File: src/rtl/core/srsa_pkg.sv
// srsa_pkg: shared codes, widths and control types of the sparse row scaled add
// no dependencies
`default_nettype none
package srsa_pkg;

  localparam int VALUE_W = 32;
  localparam int THR_W   = 31;
  localparam int CFG_IW  = 2;

  localparam logic [1:0] CMD_A   = 2'd0;
  localparam logic [1:0] CMD_B   = 2'd1;
  localparam logic [1:0] CMD_END = 2'd2;

  localparam logic [CFG_IW-1:0] REG_ALPHA = 2'd0;
  localparam logic [CFG_IW-1:0] REG_BETA  = 2'd1;
  localparam logic [CFG_IW-1:0] REG_THR   = 2'd2;

  // access request to the row table
  typedef struct packed {
    logic rd_en;
    logic wr_en;
    logic wr_new;
  } srsa_tbl_ctl_t;

endpackage
`default_nettype wire

File: src/rtl/core/srsa_scaler.sv
// srsa_scaler: two-stage Q16.16 multiply, floor shift and saturation
// depends on srsa_pkg
`default_nettype none
module srsa_scaler
  import srsa_pkg::*;
(
  input  wire logic                      clk,
  input  wire logic signed [VALUE_W-1:0] a,
  input  wire logic signed [VALUE_W-1:0] b,
  output logic signed [VALUE_W-1:0]      res
);

  logic signed [2*VALUE_W-1:0] prod;
  logic signed [2*VALUE_W-1:0] shifted;

  // arithmetic shift rounds toward minus infinity
  assign shifted = prod >>> 16;

  always_ff @(posedge clk) begin
    prod <= a * b;
    if (shifted > 64'sh7fffffff) begin
      res <= 32'sh7fffffff;
    end else if (shifted < -64'sh80000000) begin
      res <= -32'sh80000000;
    end else begin
      res <= shifted[VALUE_W-1:0];
    end
  end

endmodule
`default_nettype wire

File: config.mk
export PLATFORM = sky130hd
export DESIGN_NAME = srsa_scaler
export DESIGN_NICKNAME = d
export VERILOG_FILES = /design/src/rtl/core/srsa_pkg.sv /design/src/rtl/core/srsa_scaler.sv
export SDC_FILE = /design/constraint.sdc
export NUM_CORES = 2
export LEC_CHECK = 0
export BUFFER_PORTS_ARGS = -buffer_cell sky130_fd_sc_hd__buf_4
export CAP_MARGIN = 0
export CELL_PAD_IN_SITES_DETAIL_PLACEMENT = 1
export CELL_PAD_IN_SITES_GLOBAL_PLACEMENT = 1
export CORE_ASPECT_RATIO = 2
export CORE_MARGIN = 3
export CORE_UTILIZATION = 26
export CTS_CLUSTER_DIAMETER = 150
export DETAILED_ROUTE_END_ITERATION = 10
export PLACE_DENSITY_LB_ADDON = 0.1
export SLEW_MARGIN = 5
export SYNTH_ARGS = -nofsm -noshare
export SYNTH_HDL_FRONTEND = slang
export SYNTH_SLANG_ARGS = --single-unit
File: constraint.sdc
create_clock -name clk -period 9 [get_ports clk]
set_input_delay 1.8 -clock clk [delete_from_list [all_inputs] [get_ports clk]]
set_output_delay 1.8 -clock clk [all_outputs]
set_load 0.1 [all_outputs]
# After elaboration in Yosys (flattened, before gate mapping)
# Index checks and enable logic that the tools add are counted.
[word_totals]
ff_bits = 96
output_inout_bits = 32
in_bits = 65
word_cells = 6
[classes]
muxes = 1
magnitude_cmp = 2
mul = 1
[op_table]
columns = ["operator", "n"]
rows = [
  ["32-bit by 32-bit multiplier with 64-bit output", 1],
  ["48-bit by 32-bit > comparator with 1-bit output (second input constant)", 1],
  ["48-bit by 32-bit < comparator with 1-bit output (second input constant)", 1],
  ["32-bit two-way mux", 1],
]

# Logic depth before layout (Yosys ltp)
[depth]
word_depth = 2
ltp_mapped = 28
mapped_depth_nobuf = 27

# Worst setup path before layout
# OpenSTA, ideal clock, no wires.
[synth_path]
kind = "in2reg"
from = "input a[31]"
to = "register prod[61]"
slack_ps = -86
arrival_ps = 9014
cell_stages = 28
path_buffers = 2
setup_ps = 72
required_time_ps = 8928
path_cell_list = "clkbuf_1 > nand2_1 > inv_1 > fa_1 > inv_1 > fa_1 > inv_1 > fa_1 > fa_1 > inv_1 > fa_1 > inv_1 > fa_1 > inv_1 > fa_1 > inv_1 > fa_1 > ha_1 > clkbuf_1 > a21oi_1 > o21bai_1 > a21o_1 > a21o_1 > a21o_1 > a221oi_1 > o21ai_1 > a21oi_1 > xnor2_1"
[synth_between]
elab_chain_len = 1
[synth_lines]
columns = ["item", "line_no", "rtl"]
rows = [
  ["start: declaration", "srsa_scaler.sv:8", "input wire logic signed [VALUE_W-1:0] a,"],
  ["32-bit by 32-bit multiplier with 64-bit output", "srsa_scaler.sv:20", "prod <= a * b;"],
  ["end signal: assignment", "srsa_scaler.sv:20", ""],
  ["end: declaration", "srsa_scaler.sv:13", "logic signed [2*VALUE_W-1:0] prod;"],
]
# No other way between the ends.
# A chain may end at the register's enable or synchronous reset.

# Worst setup path in the final report
# Ends and elaborated chain as after synthesis.

==> summary.md <==
| Metric | Value |
|---|---|
| Die W | `275 um` |
| Cell with the most instances on the worst path | `fa_1` |
| CTS Buffer Depth | `2` |
| Slew Limit Fails | `0` |
| Most used DFF post-synth | `dfxtp_1` |
| DR iter-0 viols | `740` |
| Slew HR | `0.336` |
| CTS Hold Buffers Added | `0` |
| Antenna Nets Post-Route | `0` |
| Worst Path Max Fanout | `15` |
| Crit path launch type | `input port` |
| Tightest Pin Transition | `0.992 ns` |
| Routed WL | `152000 um` |
| Flops & latches, synth | `80` |
| Max-cap violations | `0` |
| Critical path required time | `approximately 9.3 ns` |
| Post-synthesis mux area share | `0` |
| First-pass GRT wire length | `between 200000 and 250000 um` |
| CP max stage delay | `~0.7 ns` |
| Post-DP HPWL | `roughly 140000 um` |
| WHS Path Cells | `1` |
| Critical-path cell list | `buf_4, buf_4, and2_1, buf_4, fa_1, inv_1, buf_4, fa_1, fa_1, inv_1, fa_1, fa_1, fa_1, fa_1, fa_1, ha_1, a21o_1, a31o_2, a311o_1, a31oi_2, o21ai_1, a21oi_1, xnor2_1` |
| Nets | `roughly 5600` |
| Final hold viol count | `0` |
| Setup violators final | `0` |
| Critical path arrival | `roughly 9.0 ns` |
| Final period util | `0.971` |
| Flop2flop setup slack | `around 7 ns` |
| Drt wl/cell | `roughly 25 um` |
| Final Skew | `0.00561 ns` |
| Most frequent cells in the layout | `fa_1, inv_1, nand2_1, and2_1, buf_4` |
| Netlist cell types | `60` |
| Ports | `97` |
| Synthesized area | `between 30000 and 40000 um^2` |
| Critical-path top delay cell | `fa_1` |
| Num CTS Buffers | `9` |
| Total grt overflow | `0` |
| # port buffers | `between 90 and 100` |
| Drt first pass iters | `4` |
| Design Area, Final | `~44000 um^2` |
| GRT Total Usage | `0.212` |
| Clk sinks | `80` |
| Seq/Total Area, Yosys | `0.0425` |
| Initial core utilization | `0.263` |
| Adder-Cell Fraction of Synth Area | `0.635` |
| Vias per cell | `~4.4` |
| Most common cell after layout, fill and taps aside | `fa_1` |
| Core ar. | `about 140000 um^2` |
| Area after DPL | `around 44000 um^2` |
| Simple-Gate Fraction of Synth Area | `0.154` |
| Asr flop ratio synth | `0` |
| DIE HEIGHT | `~540 um` |
| Largest net degree at the start of global routing | `32` |
| CP endpoint kind | `flop` |
| Post-synthesis compound-gate area fraction | `0.0370` |
| Largest family of logic cells by synthesized area | `adder cells` |
| Mean Syn Cell Area | `approximately 9.6 um^2` |
| Gpl congestion | `between 0.8 and 0.9` |
| Crit path time final | `about 8.7 ns` |
| Initial antenna violation count | `7` |
| Fraction of layout cells with a size suffix above 1 | `0.138` |
| Final Core Density | `0.310` |
| Hold_ws | `between 0.4 and 0.5 ns` |
| Fin Setup TNS | `0 ns` |
| DIE AREA | `roughly 150000 um^2` |
| Worst-Skew Late Latency | `roughly 0.34 ns` |
| Crit Path Category | `in -> reg` |
| Vias in the first global route | `~34000` |
| TritonCTS clock tree | `built` |
| Row Count | `196` |
| Reg2reg path depth | `3` |
| Area Growth Syn to Fin | `17.7%` |
| Synth Instances | `slightly below 4000` |
| HP Class | `reg -> reg` |
| Total number of yosys warnings | `0` |
| Outcome | `completed` |
| Syn_nets | `between 5000 and 6000` |
| Clk pin slew, worst setup/hold paths | `0.06 ns` |
| Peak Freq | `0.114 GHz` |
| Drt drc | `0` |
| XOR/XNOR share of the synthesized area | `0.0147` |
| EDFF count, synth | `0` |
| H-tree depth | `3` |
| Clk root buf | `clkbuf_16` |
| Via count | `~27000` |
## cell families (layout without fill, tap and decap cells)
group,count (synthesis),count (layout)
other cells,0,2
buf+inv,1179,1521
simple gates,1151,1151
xor+xnor,63,63
flops,80,80
fa+ha+maj,1261,1261
compound gates,196,196
## final cells by class
class	count	area, um^2
fill	16500	98900
tap	1881	2350
clock buffer	9	225
timing repair buffer	534	4660
antenna	2	5.00
clock inverter	7	128
inverter	971	3640
sequential	80	1600
multi-input combinational	2671	31700
## through the flow
step                      worst slack (ns)  instances
after floorplan                     0.0451       3930
after global placement              -0.435       6137
after detailed placement            -0.468       6137
after CTS                           0.0444       6153
after global routing             -0.000110       6153
final                                0.257       6155
## flip-flops by register name, indices dropped and copies added (netlist names)
signal  count
prod       48
res        32
## per-layer routing
layer	vias up	GRT usage	part of all wire
li1	11800	-	-
met1	14800	0.160	0.26
met2	376	0.489	0.66
met3	230	0.00735	0.0098
met4	2	0.117	0.072
met5	-	0	0.000079
## timing repair
| item | CTS | global route |
|---|---|---|
| setup endpoints to repair | 1 | 16 |
| buffers inserted | 0 | 0 |
| resized for setup | 1 | 18 |
| pin swaps | 0 | 1 |
## synth_stat cells (2+ instances only)
cell type | instances | area [um^2]
nand2b_1 | 12 | 75.1
xnor2_1 | 43 | 377
a31oi_4 | 2 | 42.5
o21bai_1 | 6 | 45.0
xor2_1 | 20 | 175
ha_1 | 180 | 2250
buf_1 | 4 | 15.0
a21oi_1 | 53 | 265
a211oi_1 | 3 | 22.5
nor2_1 | 49 | 184
fa_1 | 1081 | 21600
nor3_1 | 11 | 55.1
buf_2 | 2 | 10.0
o22ai_1 | 2 | 12.5
nand3_1 | 13 | 65.1
and2_1 | 512 | 3200
nor2b_1 | 7 | 43.8
and3_1 | 6 | 37.5
o21ai_1 | 3 | 15.0
a31oi_1 | 6 | 37.5
inv_1 | 971 | 3640
o21ai_0 | 23 | 115
a21oi_2 | 2 | 17.5
a221oi_1 | 2 | 17.5
o21bai_2 | 3 | 33.8
clkbuf_1 | 202 | 758
a21o_1 | 61 | 458
nor4_1 | 5 | 31.3
nand4_1 | 12 | 75.1
or2_2 | 3 | 18.8
a21boi_0 | 3 | 22.5
a41oi_1 | 4 | 35.0
nand2_1 | 513 | 1930
and4_1 | 2 | 17.5
o21a_1 | 3 | 22.5
dfxtp_1 | 80 | 1600
o21ai_2 | 3 | 26.3
## worst max-delay path, delay by kind of cell
kind                       cells  cell delay [ns]
adders and majority gates      9             4.51
xor gates and xnor gates       1             0.13
buffers and inverters          6             0.93
and+or+nand+nor                1             0.19
AOI/OAI and AO/OA              6             1.42
## path summary, 6_finish.rpt
path	start	to
worst max register to register	prod[55]$_DFF_P_	res[15]$_SDFF_PN1_
worst min-delay path	prod[18]$_DFF_P_	res[2]$_SDFF_PN1_
worst max-delay path	a[31]	prod[61]$_DFF_P_
worst min register to register	prod[18]$_DFF_P_	res[2]$_SDFF_PN1_
Power is left out: the tool's default activity adds up to more than one toggle a clock period on the data nets, which glitch-free logic cannot reach.
