[src/rtl/core/srsa_pkg.sv]
// srsa_pkg: shared codes, widths and control types of the sparse row scaled add
// no dependencies
`default_nettype none
package srsa_pkg;

  localparam int VALUE_W = 32;
  localparam int THR_W   = 31;
  localparam int CFG_IW  = 2;

  localparam logic [1:0] CMD_A   = 2'd0;
  localparam logic [1:0] CMD_B   = 2'd1;
  localparam logic [1:0] CMD_END = 2'd2;

  localparam logic [CFG_IW-1:0] REG_ALPHA = 2'd0;
  localparam logic [CFG_IW-1:0] REG_BETA  = 2'd1;
  localparam logic [CFG_IW-1:0] REG_THR   = 2'd2;

  // access request to the row table
  typedef struct packed {
    logic rd_en;
    logic wr_en;
    logic wr_new;
  } srsa_tbl_ctl_t;

endpackage
`default_nettype wire

[src/rtl/core/srsa_row_table.sv]
// srsa_row_table: column tags in flops for match, values in a synchronous memory
// depends on srsa_pkg
`default_nettype none
module srsa_row_table
  import srsa_pkg::*;
#(
  parameter int ROW_CAPACITY = 32,
  parameter int COLUMN_BITS  = 16,
  parameter int IW = (ROW_CAPACITY > 1) ? $clog2(ROW_CAPACITY) : 1,
  parameter int CW = $clog2(ROW_CAPACITY + 1)
)(
  input  wire logic                      clk,
  input  wire srsa_tbl_ctl_t             ctl,
  input  wire logic [IW-1:0]             addr,
  input  wire logic [CW-1:0]             count,
  input  wire logic [COLUMN_BITS-1:0]    match_col,
  input  wire logic signed [VALUE_W-1:0] wr_val,
  output logic                           hit,
  output logic [IW-1:0]                  hit_idx,
  output logic [COLUMN_BITS-1:0]         rd_col,
  output logic signed [VALUE_W-1:0]      rd_val
);

  logic [COLUMN_BITS-1:0]    cols [ROW_CAPACITY];
  logic signed [VALUE_W-1:0] vals [ROW_CAPACITY];

  // stored columns are unique, so at most one entry matches
  always_comb begin
    hit     = 1'b0;
    hit_idx = '0;
    for (int i = 0; i < ROW_CAPACITY; i++) begin
      if (!hit && (CW'(i) < count) && (cols[i] == match_col)) begin
        hit     = 1'b1;
        hit_idx = IW'(i);
      end
    end
  end

  always_ff @(posedge clk) begin
    if (ctl.wr_en) begin
      vals[addr] <= wr_val;
      if (ctl.wr_new) begin
        cols[addr] <= match_col;
      end
    end
    if (ctl.rd_en) begin
      rd_val <= vals[addr];
      rd_col <= cols[addr];
    end
  end

endmodule
`default_nettype wire

[config.mk]
export PLATFORM = sky130hd
export DESIGN_NAME = srsa_row_table
export DESIGN_NICKNAME = d
export VERILOG_FILES = /design/src/rtl/core/srsa_pkg.sv /design/src/rtl/core/srsa_row_table.sv
export SDC_FILE = /design/constraint.sdc
export NUM_CORES = 2
export LEC_CHECK = 0
export BUFFER_PORTS_ARGS = -buffer_cell sky130_fd_sc_hd__buf_2
export CAP_MARGIN = 30
export CORE_MARGIN = 2
export CORE_UTILIZATION = 50
export DETAILED_ROUTE_END_ITERATION = 10
export PLACE_DENSITY = 0.68
export SETUP_SLACK_MARGIN = 0.5
export SLEW_MARGIN = 25
export SYNTH_ARGS = -nofsm -noshare
export SYNTH_HDL_FRONTEND = slang
export SYNTH_SLANG_ARGS = --single-unit
export TNS_END_PERCENT = 1
[constraint.sdc]
create_clock -name clk -period 5.2 [get_ports clk]
set_input_delay 1.3 -clock clk [delete_from_list [all_inputs] [get_ports clk]]
set_output_delay 1.3 -clock clk [all_outputs]
set_load 0.02 [all_outputs]
* Word level (Yosys, flattened, before mapping)
Memories as Yosys holds them, arrays and structs flattened. A register that Yosys moved wholly into a read port is not among the register bits.
Cells that the tools add are included.
** Storage, ports and cells
- Bits in writable memories :: 1536
- Word-level logic and storage cells :: 228
- Memories kept :: 2
- Bits in registers :: 0
** Operators by class
- Muxes and demuxes :: 68
- Eq/ne operators :: 32
- Reductions and logical operators :: 94
- Order comparisons :: 32
** Memories
- vals :: words 32, width 32, read ports 1, clocked after memory_dff 1, wr ports 1, RTL line srsa_row_table.sv:25 : logic signed [VALUE_W-1:0] vals [ROW_CAPACITY];
- cols :: words 32, width 16, read ports 33, clocked after memory_dff 1, wr ports 1, RTL line srsa_row_table.sv:24 : logic [COLUMN_BITS-1:0] cols [ROW_CAPACITY];
** Operators with widths (number)
- $eq A16 B16 Y1 :: 32
- $mux W5 :: 30
- $lt A5 B6 Y1 const A :: 16
- $logic_and A1 B1 Y1 :: 63
- $lt A4 B6 Y1 const A :: 8
- $mux W1 :: 38
- $logic_not A1 Y1 :: 31
- $lt A3 B6 Y1 const A :: 4
- $lt A1 B6 Y1 const A :: 2
- $lt A2 B6 Y1 const A :: 2

* Longest topological paths before layout
An unclocked memory read counts as a cell.
- Depth in word-level cells :: 128
- Mapped depth :: 12
- Gate-level depth less buffers :: 8

* Least setup slack after synthesis
OpenSTA, ideal clock, no wires.
- Path type :: in2out
- Start point :: in match_col[13]
- End point :: out hit_idx[4]
- Arrival :: 3.394 ns
- Required time :: 3.900 ns
- Cell stages on the path :: 10
- Path slack :: 0.506 ns
- Path through :: buf_4 > buf_8 > xor2_1 > nor4_1 > o21a_1 > a2bb2o_4 > or2_4 > nor4_4 > inv_2 > nor4_2
** Between the ends
- Cells in the longest elaborated chain, start to end :: 127
** RTL lines
- from (decl) :: RTL line srsa_row_table.sv:16 : input wire logic [COLUMN_BITS-1:0] match_col,
- $eq A16 B16 Y1 :: RTL line srsa_row_table.sv:32 : if (!hit && (CW'(i) < count) && (cols[i] == match_col)) begin
- $logic_and A1 B1 Y1 :: RTL line srsa_row_table.sv:32
- $mux W1 :: RTL line srsa_row_table.sv:32
- $logic_not A1 Y1 :: RTL line srsa_row_table.sv:32
- $logic_and A1 B1 Y1 (2 in a row) :: RTL line srsa_row_table.sv:32
- $mux W1 :: RTL line srsa_row_table.sv:32
- $logic_not A1 Y1 :: RTL line srsa_row_table.sv:32
- $logic_and A1 B1 Y1 (2 in a row) :: RTL line srsa_row_table.sv:32
- (+106 left out)
- $logic_and A1 B1 Y1 (2 in a row) :: RTL line srsa_row_table.sv:32
- $mux W1 :: RTL line srsa_row_table.sv:32
- $logic_not A1 Y1 :: RTL line srsa_row_table.sv:32
- $logic_and A1 B1 Y1 (2 in a row) :: RTL line srsa_row_table.sv:32
- $mux W1 :: RTL line srsa_row_table.sv:32
- $logic_not A1 Y1 :: RTL line srsa_row_table.sv:32
- $logic_and A1 B1 Y1 (2 in a row) :: RTL line srsa_row_table.sv:32
- $mux W5 * :: RTL line srsa_row_table.sv:32
- to (decl) :: RTL line srsa_row_table.sv:19 : output logic [IW-1:0] hit_idx,
Mark *: on every way between the ends. The rest lies on a longest branch, timed or not.

* Final worst setup path
- Start point :: in match_col[8]
- End point :: out hit_idx[0]
The elaborated chain is that of the path after synthesis.

==> impl_metrics.toml <==
[timing]
skew_ns = 0.0394
clock.fmax_ghz = 0.194
timing.hold.ws_ns = 0.776
slew_viol_final = 0
finalSetupViolCount = 0
finalWorstSetupSlack_ns = 0.0558
slew_headroom_pct = 30.3
fin_crit_ns = 5.14
hold_viol = 0
fin_crit_sh_pct = 98.9
rsz0062_at_grt = "yes"
max_slew.worst_pin.slew_ns = 1.05

[detailed_routing]
ant_nets = 0
drc_errors = 0
num_vias = 36000
drt_iter0_markers = 5118
via_per_inst = 6.42
routed_wl_um = 186000
first_pass_iters = 7
wl_per_cell_um = 33.1

[cts]
clock_path_buffers = 3
cts.sinks = 1584
root_buffer = "clkbuf_16"
insertion_delay_ns = 0.79
numCtsBuffers = 160
clk_pin_slew_ns = 0.06
htreeDepth = 4
cts_tree = "built"

[yosys]
ys_warn_count = 0
synth-xor-area-share_pct = 6.81
synthArstFlopShare_pct = 0
syn_inst = 3326
synth.area.mux_share_pct = 13.1
yosys.area_share.simple_pct = 3.21
synth_top_family_by_area = "multiplexers"
synth_edf_count = 1584
synth-seq-area-share_pct = 72.0
synth_area_mm2 = 0.0660
synth_adder_area_share_pct = 0
syn_nets = 3389
ys.flop_type = "edfxtp_1"
ys_ff_latch = 1584
ys_types = 62
synth_compound_area_share_pct = 3.00
synth_area_per_cell_um2 = 19.9

[hold_path]
hold_class = "flip-flop to flip-flop"

[global_route]
antenna_found_initial = 13
grt_pass1_vias = 36200
grt.total_usage_pct = 27.6
grt_max_degree = 119
grt_pass1_wl_um = 265000
grt_remaining_overflow = 0

[place]
gp_congestion = 0.978
dp_slack_ns = -0.0223
hpwl_um = 109000
port_buffers = 116

[pwr]
p_per_area_mw_per_mm2 = 353
leakage_uw = 0.0246
ir_drop_mv = 0.319

[setup_path]
reg2reg_from = "cols[10][8]"
cp.required_ns = 3.90
cp-start-kind = "input port"
cp-startpoint = "match_col[8]"
reg2reg_depth = 3
critPathArrivalTime_ns = 3.84
cp-end-kind = "output port"
path_class = "input port to output port"
endpoint = "hit_idx[0]"
r2r_end = "rd_col[8]"
crit_fanout = 6
regToRegSetupSlack_ns = 2.83

[floorplanning]
core_mm2 = 0.131
io_pins = 117
die_h_um = 367
start_util_pct = 50.3
num_rows = 133
dieArea_mm2 = 0.135
fp.dieW_um = 367

[cells_and_area]
layout-drive-gt1-share_pct = 30.4
final_net_count = 3794
layout_commonest_cell = "edfxtp_1"
final_cell_mix = "1584 x edfxtp_1, 384 x mux4_2, 277 x xor2_1"
syn2layout_area_growth_pct = 17.0
fill_cells = 9474

[flow_run]
max_cap_viol_count = 0

[run_status]
outcome = "complete, no violations"
[routing by layer]
metal / global-route usage (%) / routed length (um)
met1: 37.4 / 71000
met2: 43.1 / 87900
met5: 0 / 204
met3: 6.74 / 18600
met4: 11.1 / 8320
[logic make-up after synthesis]
logic type,count (synthesis)
AO/OA/AOI/OAI,261
buffers and inverters,211
multiplexers,384
AND/OR/NAND/NOR,374
flip-flops,1584
XOR/XNOR,512
[how the worst min path moves through the flow]
| stage | from | end | slack, ns | cells after the start |
|---|---|---|---|---|
| global placement | vals[27][13] | rd_val[13] | 0.76 | 3 |
| detailed placement | vals[15][16] | rd_val[16] | 0.77 | 3 |
| finish | vals[26][13] | rd_val[13] | 0.78 | 3 |
| CTS | match_col[3] | cols[21][3] | 0.77 | 1 |
| floorplan | vals[18][0] | rd_val[0] | 0.72 | 3 |
| global route | match_col[3] | cols[21][3] | 0.80 | 1 |
[Yosys cell counts (all sizes together) (2+ instances only)]
cell | count | area, um2
edfxtp | 1584 | 47600
mux4 | 384 | 8650
xor2 | 285 | 2510
xnor2 | 227 | 1990
a22oi | 192 | 1440
buf | 119 | 865
nand4 | 111 | 694
nor2 | 89 | 350
clkbuf | 86 | 323
nor4 | 77 | 543
nand2 | 27 | 104
nand3 | 21 | 105
nor3 | 17 | 85.1
a21oi | 16 | 80.1
or2 | 9 | 61.3
a31oi | 8 | 50.1
o2111ai | 7 | 61.3
a211oi | 6 | 60.1
inv | 6 | 22.5
o21ai | 6 | 30.0
or4 | 5 | 45.0
nand3b | 4 | 30.0
o211ai | 4 | 30.0
a21o | 3 | 22.5
a2bb2o | 3 | 60.1
and2 | 3 | 21.3
o2bb2ai | 3 | 26.3
a211o | 2 | 17.5
and3b | 2 | 17.5
nand2b | 2 | 12.5
o21a | 2 | 15.0
o21bai | 2 | 15.0
or3 | 2 | 12.5
or3b | 2 | 17.5
[sequential cells by signal, indices dropped and copies added, names as in the netlist]
| register | cells |
|---|---|
| rd_col | 16 |
| vals | 1024 |
| rd_val | 32 |
| cols | 512 |
[report_power, final]
group / internal (uW) / total, uW / switching, uW
Combinational: 734 / 1850 / 1110
Sequential: 14200 / 14300 / 54.5
Clock: 6220 / 11100 / 4910
[critical path: stages]
cell and delay, ns:
buf_8 0.10, buf_12 0.14, buf_4 0.14, buf_4 0.14
xnor2_2 0.18, nand4_1 0.17, nor4_2 0.29, buf_4 0.19
o211ai_1 0.20, a21bo_1 0.27, a211oi_2 0.24, o211ai_1 0.17
o2111ai_4 0.15, buf_6 0.15
[repair_timing]
action | 4_1_cts | 5_1_grt
pin swaps | 34 | 26
hold buffers | 0 | 0
resized for setup | 94 | 27
endpoints found under the setup margin | 6 | 6
setup buffers | 61 | 5
cloned | 15 | 1
[per-stage QoR]
stage	TNS (ns)	power [uW]	utilization [%]	cell area (um2)	cells
6_report	0	27300	58.9	77300	5614
2_1_floorplan	0	15500	-	66000	3326
3_3_place_gp	-0.0103	16200	53.7	70500	5240
5_1_grt	0	28000	58.8	77300	5610
4_1_cts	0	27400	58.6	77000	5602
3_5_place_dp	-0.0223	16200	53.7	70500	5241
[layout make-up]
cell class	instances	area, um2	area share (%)
well taps	1755	2200	2.84
repair buffers	448	4450	5.76
clock buffers	199	4190	5.43
inverters	6	22.5	0.0291
clock inverters	86	865	1.12
diodes	5	12.5	0.0162
flip-flops and latches	1584	47600	61.6
multi-input cells	1531	18000	23.3
No activity file was read; power rests on OpenSTA's default activity.
